$ cat config.mk
export PLATFORM = sky130hd
export DESIGN_NAME = geared_elapsed_time_counter
export DESIGN_NICKNAME = d
export VERILOG_FILES = /design/src/getc_pkg.sv /design/src/geared_elapsed_time_counter.sv
export SDC_FILE = /design/constraint.sdc
export NUM_CORES = 1
export LEC_CHECK = 0
export ABC_CLOCK_PERIOD_IN_PS = 13500
export BUFFER_PORTS_ARGS = -buffer_cell sky130_fd_sc_hd__buf_2
export CAP_MARGIN = 5
export CORE_MARGIN = 2
export CORE_UTILIZATION = 60
export CTS_BUF_LIST = sky130_fd_sc_hd__clkbuf_4 sky130_fd_sc_hd__clkbuf_8
export DETAILED_ROUTE_END_ITERATION = 8
export PLACE_DENSITY = 0.87
export SKIP_LAST_GASP = 1
export SYNTH_ARGS = -nofsm -noshare
export SYNTH_HDL_FRONTEND = slang
export SYNTH_SLANG_ARGS = --single-unit
$ cat constraint.sdc
create_clock -name clk -period 13.5 [get_ports clk]
set_input_delay 0.675 -clock clk [delete_from_list [all_inputs] [get_ports clk]]
set_output_delay 0.675 -clock clk [all_outputs]
set_load 0.1 [all_outputs]
$ cat src/getc_pkg.sv
`timescale 1ns / 1ps

package getc_pkg;

  // Opcodes carried on the input tuser
  typedef enum logic [0:0] {
    OP_QUERY   = 1'b0,
    OP_RESTART = 1'b1
  } op_t;

  // Gear reported with each result
  typedef enum logic [1:0] {
    GEAR_SEC     = 2'd0,
    GEAR_QUARTER = 2'd1,
    GEAR_BEYOND  = 2'd2,
    GEAR_BAD     = 2'd3
  } gear_t;

  localparam int unsigned MS_W    = 32;
  localparam int unsigned SECS_W  = 18;
  localparam int unsigned CODE_W  = 16;
  localparam int unsigned STAMP_W = 13;
  localparam int unsigned TICK_W  = 14;

  // Tick limits that move the counter to the next gear
  localparam logic [TICK_W-1:0] SEC_TICK_LIMIT     = 14'd8160;
  localparam logic [TICK_W-1:0] QUARTER_TICK_LIMIT = 14'd8190;

  // Seconds already covered when the quarter-minute gear starts
  localparam logic [SECS_W-1:0] QUARTER_BASE_SECS = 18'd8160;
  localparam logic [SECS_W-1:0] UNSUPPORTED_SECS  = 18'd65534;

  // Rounding offset for the restart stamp (half a kibi-millisecond)
  localparam logic [23:0] HALF_KIBI_MS = 24'd512;
  // One full wrap of the 23-bit millisecond window
  localparam logic [23:0] MS_WRAP = 24'h800000;
  localparam logic [23:0] ONE_SEC_MS = 24'd1000;

  // Reciprocals: floor(x/125) = (x*RECIP_125) >> 22 for x < 2^15,
  // floor(d*2048/1875) = (d*RECIP_Q) >> 25 for d < 2^13
  localparam logic [15:0] RECIP_125 = 16'd33555;
  localparam int unsigned RECIP_125_SH = 22;
  localparam logic [25:0] RECIP_Q = 26'd36650388;
  localparam int unsigned RECIP_Q_SH = 25;

  // Gear markers in the time code
  localparam logic [2:0] CODE_TOP_SEC     = 3'b000;
  localparam logic [2:0] CODE_TOP_QUARTER = 3'b001;
  localparam logic [1:0] CODE_TOP_BEYOND  = 2'b01;

  function automatic gear_t gear_of(input logic [CODE_W-1:0] code);
    gear_t g;
    if (code[15:14] != 2'b00) begin
      g = GEAR_BEYOND;
    end else if (code[13]) begin
      g = GEAR_QUARTER;
    end else begin
      g = GEAR_SEC;
    end
    return g;
  endfunction

endpackage

$ cat src/geared_elapsed_time_counter.sv
`timescale 1ns / 1ps

// Channel | Ports             | Contents (low bit first)
// --------+-------------------+------------------------------------------
// input   | in_tvalid/tready  | tdata: now_ms[31:0]; tuser: opcode[0]
// result  | out_tvalid/tready | tdata: elapsed_seconds[17:0], gear[19:18]
//
// One item per cycle sustained while the result is not stalled; an accepted
// item waits in the input register, goes through one pass of logic, and is
// then offered from the result register. The time code updates
// as an item moves into the result register, so the next item always sees it.
// Reset clears the time code to gear 0, stamp 0, and empties both registers.
// A stalled result holds while the input register can still take one more item.
module geared_elapsed_time_counter (
  input  logic        clk,
  input  logic        rst_n,
  input  logic        in_tvalid,
  output logic        in_tready,
  input  logic [31:0] in_tdata,   // now_ms[31:0]
  input  logic [0:0]  in_tuser,   // opcode[0]
  output logic        out_tvalid,
  input  logic        out_tready,
  output logic [23:0] out_tdata   // elapsed_seconds[17:0], gear[19:18], zero[23:20]
);
  import getc_pkg::*;

  logic                 in_valid_r;
  op_t                  in_op_r;
  logic [MS_W-1:0]      in_ms_r;
  logic                 out_valid_r;
  logic [SECS_W-1:0]    out_secs_r;
  gear_t                out_gear_r;
  logic [CODE_W-1:0]    tc_r;

  logic                 advance;
  logic [CODE_W-1:0]    tc_nxt;
  logic [SECS_W-1:0]    secs_nxt;

  logic [STAMP_W-1:0]   st;
  logic [STAMP_W-1:0]   d0;
  logic [14:0]          x0;
  logic [30:0]          p0;
  logic [TICK_W-1:0]    ticks0;
  logic [22:0]          sm;
  logic [22:0]          b0;
  logic [23:0]          el0;
  logic [23:0]          t1000;
  logic [23:0]          diff0;
  logic [SECS_W-1:0]    secs0;
  logic [STAMP_W-1:0]   d1;
  logic [38:0]          p1;
  logic [TICK_W-1:0]    ticks1;
  logic [SECS_W-1:0]    secs1;
  logic [23:0]          rst_sum;

  // Move an item forward when the result register is free or being drained
  assign advance   = in_valid_r && (!out_valid_r || out_tready);
  assign in_tready = !in_valid_r || advance;

  // Seconds gear: ticks = d*1024/1000 = d + floor(3d/125)
  assign st     = tc_r[STAMP_W-1:0];
  assign d0     = in_ms_r[22:10] - st;
  assign x0     = {2'b00, d0} + {1'b0, d0, 1'b0};
  assign p0     = 31'(x0 * RECIP_125);
  assign ticks0 = {1'b0, d0} + {6'd0, p0[29:RECIP_125_SH]};

  // Sub-tick correction: elapsed ms in the 23-bit window, full wrap when equal
  assign sm    = in_ms_r[22:0];
  assign b0    = {st, 10'd0};
  assign el0   = (sm == b0) ? MS_WRAP : {1'b0, sm - b0};
  assign t1000 = {ticks0, 10'd0} - {6'd0, ticks0, 4'd0} - {7'd0, ticks0, 3'd0};
  assign diff0 = el0 - t1000;
  assign secs0 = {4'd0, ticks0} + ((diff0 >= ONE_SEC_MS) ? 18'd1 : 18'd0);

  // Quarter-minute gear: ticks = d*16384/15000 = floor(d*2048/1875)
  assign d1     = in_ms_r[26:14] - st;
  assign p1     = 39'(d1 * RECIP_Q);
  assign ticks1 = p1[38:RECIP_Q_SH];
  assign secs1  = QUARTER_BASE_SECS + {ticks1, 4'd0} - {4'd0, ticks1};

  // Rounded kibi-millisecond restart stamp
  assign rst_sum = {1'b0, in_ms_r[22:0]} + HALF_KIBI_MS;

  // Select the answer and the next time code
  always_comb begin
    tc_nxt   = tc_r;
    secs_nxt = UNSUPPORTED_SECS;
    priority if (in_op_r == OP_RESTART) begin
      tc_nxt   = {CODE_TOP_SEC, rst_sum[22:10]};
      secs_nxt = '0;
    end else if (gear_of(tc_r) == GEAR_SEC) begin
      secs_nxt = secs0;
      if (ticks0 > SEC_TICK_LIMIT) begin
        tc_nxt = {CODE_TOP_QUARTER, in_ms_r[26:14]};
      end
    end else if (gear_of(tc_r) == GEAR_QUARTER) begin
      secs_nxt = secs1;
      if (ticks1 > QUARTER_TICK_LIMIT) begin
        tc_nxt = {CODE_TOP_BEYOND, in_ms_r[29:16]};
      end
    end else begin
      secs_nxt = UNSUPPORTED_SECS;
    end
  end

  // Control and time code
  always_ff @(posedge clk) begin
    if (!rst_n) begin
      in_valid_r  <= 1'b0;
      out_valid_r <= 1'b0;
      tc_r        <= '0;
    end else begin
      if (in_tready) begin
        in_valid_r <= in_tvalid;
      end
      if (advance) begin
        out_valid_r <= 1'b1;
        tc_r        <= tc_nxt;
      end else if (out_tready) begin
        out_valid_r <= 1'b0;
      end
    end
  end

  // Payload registers
  always_ff @(posedge clk) begin
    if (in_tready && in_tvalid) begin
      in_op_r <= op_t'(in_tuser[0]);
      in_ms_r <= in_tdata;
    end
    if (advance) begin
      out_secs_r <= secs_nxt;
      out_gear_r <= gear_of(tc_nxt);
    end
  end

  assign out_tvalid = out_valid_r;
  assign out_tdata  = {4'd0, out_gear_r, out_secs_r};

`ifndef ASSERT_OFF
  // An empty result register never blocks the input side
  a_ready_when_empty: assert property (@(posedge clk) disable iff (!rst_n)
    !out_valid_r |-> in_tready)
    else $error("input stalled with empty result register");

  // A restart always answers zero seconds in the seconds gear
  a_restart_answer: assert property (@(posedge clk) disable iff (!rst_n)
    (advance && in_op_r == OP_RESTART) |=>
      (out_secs_r == '0 && out_gear_r == GEAR_SEC && tc_r[15:13] == CODE_TOP_SEC))
    else $error("restart result or time code wrong");

  // The time code never reaches its top bit
  a_code_range: assert property (@(posedge clk) disable iff (!rst_n)
    !tc_r[15])
    else $error("time code out of range");

  // The time code holds when no item moves forward
  a_code_only_on_advance: assert property (@(posedge clk) disable iff (!rst_n)
    !advance |=> $stable(tc_r))
    else $error("time code changed without an item");
`endif

endmodule
* Yosys cells after proc, flatten, opt, wreduce, memory -nomap -nowiden
Cells that the tools add are included.
** Word-level totals
- Flip-flop bits (word level) :: 69
- Input bits :: 37
- Output and inout port bits :: 26
- Logic and storage cells :: 58
** Cells by class
- $add $sub $neg :: 12
- Multipliers :: 2
- Magnitude comparators :: 3
- Equality and inequality tests :: 3
- Multiplexer cells :: 17
- Reduce and logical (&&, ||, !) cells :: 13
** Operator list (count)
- $mux W16 :: 5
- $mul A13 B24 Y37 const B :: 1
- $mux W18 :: 2
- $mul A15 B16 Y30 const B :: 1
- $gt A14 B13 Y1 const B :: 2
- $sub A13 B13 Y13 :: 2
- $ge A24 B10 Y1 const B :: 1
- $mux W24 :: 1
- $sub A24 B17 Y24 :: 1
- $sub A24 B18 Y24 :: 1
- $sub A24 B24 Y24 :: 1
- $add A23 B10 Y23 const B :: 1
- $eq A23 B23 Y1 :: 1
- $sub A23 B23 Y23 :: 1
- $add A13 B18 Y18 const A :: 1
- $sub A18 B14 Y18 :: 1
- $add A13 B14 Y15 :: 1
- $add A14 B1 Y15 :: 1
- $add A13 B8 Y14 :: 1
- $mux W2 :: 4
- $reduce_bool A2 Y1 :: 3
- $reduce_bool A3 Y1 :: 2
- $mux W1 :: 5
- $reduce_and A4 Y1 :: 1
- other kinds (6) :: 9

* Logic depth before layout (Yosys ltp)
- Depth in word-level cells :: 11
- Mapped depth :: 71
- Mapped depth without buffers :: 70

* Worst setup path before layout
No wires, ideal clock.
- Kind :: flip-flop to flip-flop
- From :: register in_ms_r[11]
- To :: register out_secs_r[8] (data pin)
- Library setup time :: 270 ps
- Data arrival time :: 13790 ps
- Required time :: 13230 ps
- Slack :: -560 ps
- Stages on the path, launching flop included :: 66
- Path buffers :: 0
- Period minus slack after synthesis :: 14060 ps
- Cells stage by stage :: edfxtp_1 -> ha_1 -> nor2b_1 -> o31ai_1 -> a21boi_0 -> ha_1 -> a21oi_1 -> nor2_1 -> nor2_1 -> o21bai_1 -> a21oi_1 -> o21bai_1 -> a21oi_1 -> o21ai_0 -> a21o_1 -> a21oi_1 -> xnor2_1 -> nor2_1 -> (+30 left out) -> a21o_1 -> a21oi_1 -> nor2_1 -> a211oi_1 -> nand3_1 -> a41o_1 -> a311oi_1 -> nand4_1 -> nor4_1 -> nand3_1 -> ha_1 -> nor2b_1 -> and3_1 -> and3_1 -> xnor2_1 -> nor2_1 -> a21oi_1 -> a21oi_1
** Between the ends
- Cells in the longest elaborated chain, start to end :: 11
- Elaborated cells between the ends (all ways) :: 14
- Those cells by class :: 8 x add/sub; 1 x mul; 1 x order compare; 1 x eq/ne; 3 x mux
** Ends and longest elaborated chain
- from (decl) :: RTL line geared_elapsed_time_counter.sv:29 : logic [MS_W-1:0] in_ms_r;
- from (signal assigned) :: RTL line geared_elapsed_time_counter.sv:129 : in_ms_r <= in_tdata;
- $sub A13 B13 Y13 :: RTL line geared_elapsed_time_counter.sv:62 : assign d0 = in_ms_r[22:10] - st;
- $add A13 B14 Y15 :: RTL line geared_elapsed_time_counter.sv:63 : assign x0 = {2'b00, d0} + {1'b0, d0, 1'b0};
- $mul A15 B16 Y30 :: RTL line geared_elapsed_time_counter.sv:64 : assign p0 = 31'(x0 * RECIP_125);
- $add A13 B8 Y14 :: RTL line geared_elapsed_time_counter.sv:65 : assign ticks0 = {1'b0, d0} + {6'd0, p0[29:RECIP_125_SH]};
- $sub A24 B18 Y24 :: RTL line geared_elapsed_time_counter.sv:71 : assign t1000 = {ticks0, 10'd0} - {6'd0, ticks0, 4'd0} - {7'd0, ticks0, 3'd0};
- $sub A24 B17 Y24 :: RTL line geared_elapsed_time_counter.sv:71
- $sub A24 B24 Y24 :: RTL line geared_elapsed_time_counter.sv:72 : assign diff0 = el0 - t1000;
- $ge A24 B10 Y1 :: RTL line geared_elapsed_time_counter.sv:73 : assign secs0 = {4'd0, ticks0} + ((diff0 >= ONE_SEC_MS) ? 18'd1 : 18'd0);
- $mux W1 :: RTL line geared_elapsed_time_counter.sv:73
- $add A14 B1 Y15 (*) :: RTL line geared_elapsed_time_counter.sv:73
- $mux W18 (*) :: RTL line geared_elapsed_time_counter.sv:91 : end else if (gear_of(tc_r) == GEAR_SEC) begin
- to (signal assigned) :: RTL line geared_elapsed_time_counter.sv:132 : out_secs_r <= secs_nxt;
- to (decl) :: RTL line geared_elapsed_time_counter.sv:31 : logic [SECS_W-1:0] out_secs_r;
Mark *: on every way between the ends. The rest lies on a longest branch, timed or not.
A chain may end at the register's enable or synchronous reset.

* Worst setup path in the final report
Same ends and word-level chain as after synthesis.

==> impl_metrics.toml <==
[placed_design]
portBuffers = 56
gp_congestion = 0.978
placed_area_um2 = 18100
post-place-ws_ns = -0.871
hpwl_um = 36600

[floorplan]
start_util = 0.612
coreArea_um2 = 26100
dieHeight_um = 167
rows = 59
dieArea_um2 = 27900
fp.dieW_um = 167
io_pins = 63

[status]
status = "complete, but fails checks"
violations = "capacitance limit, slew limit, setup timing"

[drt]
ant_nets = 0
dr.first_iter.drc_count = 1607
wire_per_inst_um = 22.8
finalWirelength_um = 55400
drc_errors = 0
vias_per_cell = 6.34
via_count = 15358
firstDrtPassIters = 7

[logic_synthesis]
synth-seq-cells = 69
yosys_most_used_dff = "edfxtp_1"
yosysSeqAreaShare = 0.119
synth_top_area_share = 0.274
synth_compound_area_frac = 0.139
synthSimpleGateAreaFrac = 0.111
synth-edff-count = 51
synth_xor_xnor_area_share = 0.0610
synth_area_um2 = 15900
synth_mux_area_frac = 0.00196
synth-adder-area-share = 0.474
synth_top_family_by_area = "adder cells"
synthCells = 1772
synthArstFlopShare = 0
synth_top_area_cell = "ha_1"
yosys-top-cells-area = "ha_1 (27%), fa_1 (20%), edfxtp_1 (9.6%), inv_1 (8.5%), xnor2_1 (4.1%)"
ys_warn_count = 0
ys_types = 72
avgSynthCellArea_um2 = 9.00

[hold_path]
hold_path.class = "in2reg"
hold_depth = 1

[clock_network]
cts.sinks = 69
clock_path_buffers = 2
clk_latency_ns = 0.40
cts_root_buf = "clkbuf_8"
postCtsHoldBufs = 0
clk_pin_slew_ns = 0.10
cts_max_level = 3
cts_tree = "yes"
cts_buffers = 9

[timing]
setup_violations = 14
fin_crit_sh = 1.10
slew_headroom = -0.121
fin_worst_skew_ns = 0.0207
setup_ws_ns = -1.39
fmax_ghz = 0.0672
hold_slack_ns = 0.445
worst_pin_slew_ns = 1.67
final.min_clock_period_ns = 14.89
rsz0062_at_grt = "true"
hold_viol = 0
slew_viol_final = 4

[setup_path]
cp.arrival_ns = 15.01
rr_endpoint = "out_secs_r[8]"
regToRegSetupSlack_ns = -1.39
crit_top_cell = "a21oi_2"
reg2regPathDepth = 68
critPathBufInv = 14
max_stage_delay_ns = 0.56
critPathSlowestCell = "fa_1"
worstSetupPathDepth = 68
endpoint_kind = "register"
endpoint = "out_secs_r[8]"
required_ns = 13.62
startpoint = "in_ms_r[11]"
worstSetupStartpointType = "register"
cp_max_fo = 4
r2r-start = "in_ms_r[11]"
cpLargestDelayFamily = "adder cells"
path_class = "reg2reg"

[finish]
fin_area_um2 = 19800
layout-drive-gt1-share = 0.249
fill_cells = 1543
syn_to_final_growth_pct = 24.0
nets = 2628
final_util = 0.759

[global_routing]
grt_pass1_wl_um = 75300
grt_max_degree = 32
antenna_found_initial = 2
overflow = 0
grt_pass1_vias = 15386
grtUsageTotal = 0.338

[run]
cap_violations = 1
-- kinds of logic (layout without fill, tap and decap cells) --
kind of cell | count (synthesis) | count (layout)
AOI/OAI and AO/OA | 335 | 335
buffers and inverters | 394 | 707
DFF | 69 | 69
xor gates and xnor gates | 111 | 111
adders and majority gates | 508 | 508
and+or+nand+nor | 351 | 351
muxes | 3 | 3
other | 1 | 5
-- flip-flops by register name, summed over array words and instances, names as in the netlist --
| register | cells |
|---|---|
| in_valid_r | 1 |
| out_secs_r | 18 |
| out_tvalid | 1 |
| in_ms_r | 30 |
| out_gear_r | 2 |
| in_op_r | 1 |
| tc_r | 16 |
-- metal layers --
layer / GRT usage / wire length [um] / up-vias
met2: 0.610 / 26200 / 1065
met1: 0.364 / 18300 / 7224
met5: 0 / 0 / -
li1: - / - / 6612
met3: 0.0513 / 5360 / 457
met4: 0.231 / 5520 / 0
-- synthesized netlist by cell type (5+ instances only) --
master    count
a21oi_1     110
a211oi_1      7
nand2_1      76
o21ai_1       6
or3_1        10
o31ai_1       7
a21o_1       29
o21bai_1     17
nor4_1       12
nor2b_1      16
nor3b_1       5
ha_1        349
a31oi_1       8
nand2b_1      9
a221o_1       7
nor3_1       20
or2_2         8
nand3_1      44
edfxtp_1     51
xor2_1       36
o21ai_0      55
a21boi_0      7
nor2_1       83
a211o_1       6
inv_1       363
xnor2_1      75
o21a_1       19
and3_1       24
o31a_1        5
dfxtp_1      18
clkbuf_1     23
fa_1        159
nand4_1      15
and2_1       13
-- per-stage QoR --
stage                     std cells  TNS, ns
final                          2424   -16.17
after global routing           2424   -28.52
after CTS                      2394        0
after detailed placement       2344    -9.63
after global placement         2344    -2.27
after floorplan                1775        0
-- placed cells by master (no fill, tap or decap), drive strengths merged, types with 23 or more instances in the layout --
master | netlist | routed
nand2 | 76 | 76
buf | 8 | 328
nor2 | 83 | 83
xor2 | 36 | 36
fa | 159 | 159
and3 | 24 | 24
edfxtp | 51 | 51
o21ai | 61 | 61
xnor2 | 75 | 75
nor3 | 23 | 23
nand3 | 44 | 44
a21o | 29 | 29
inv | 363 | 368
a21oi | 110 | 110
ha | 349 | 349
-- worst min path at each step --
stage / start / to / slack (ns)
CTS: in_tdata[23] / in_ms_r[23] / 0.44
global route: in_tdata[23] / in_ms_r[23] / 0.45
global placement: tc_r[6] / tc_r[6] / 0.44
floorplan: tc_r[3] / tc_r[3] / 0.44
finish: in_tdata[23] / in_ms_r[23] / 0.45
detailed placement: tc_r[4] / tc_r[4] / 0.45
-- layout make-up --
type / count / area [um2] / area share
multi-input combinational: 1312 / 13500 / 0.684
timing repair buffer: 328 / 2380 / 0.120
sequential: 69 / 1890 / 0.0958
inverter: 363 / 1360 / 0.0689
tap: 335 / 419 / 0.0212
clock buffer: 9 / 124 / 0.00627
clock inverter: 7 / 63.8 / 0.00323
antenna: 1 / 2.50 / 0.000127
-- repair_timing --
action                                  in CTS  in global routing
pin swaps                                   64                 62
setup buffers                               34                 31
endpoints found under the setup margin      14                 14
resized for setup                           83                107
Power is not shown: default switching activity piles up to over one toggle a cycle in this logic, so the estimate is an artifact.
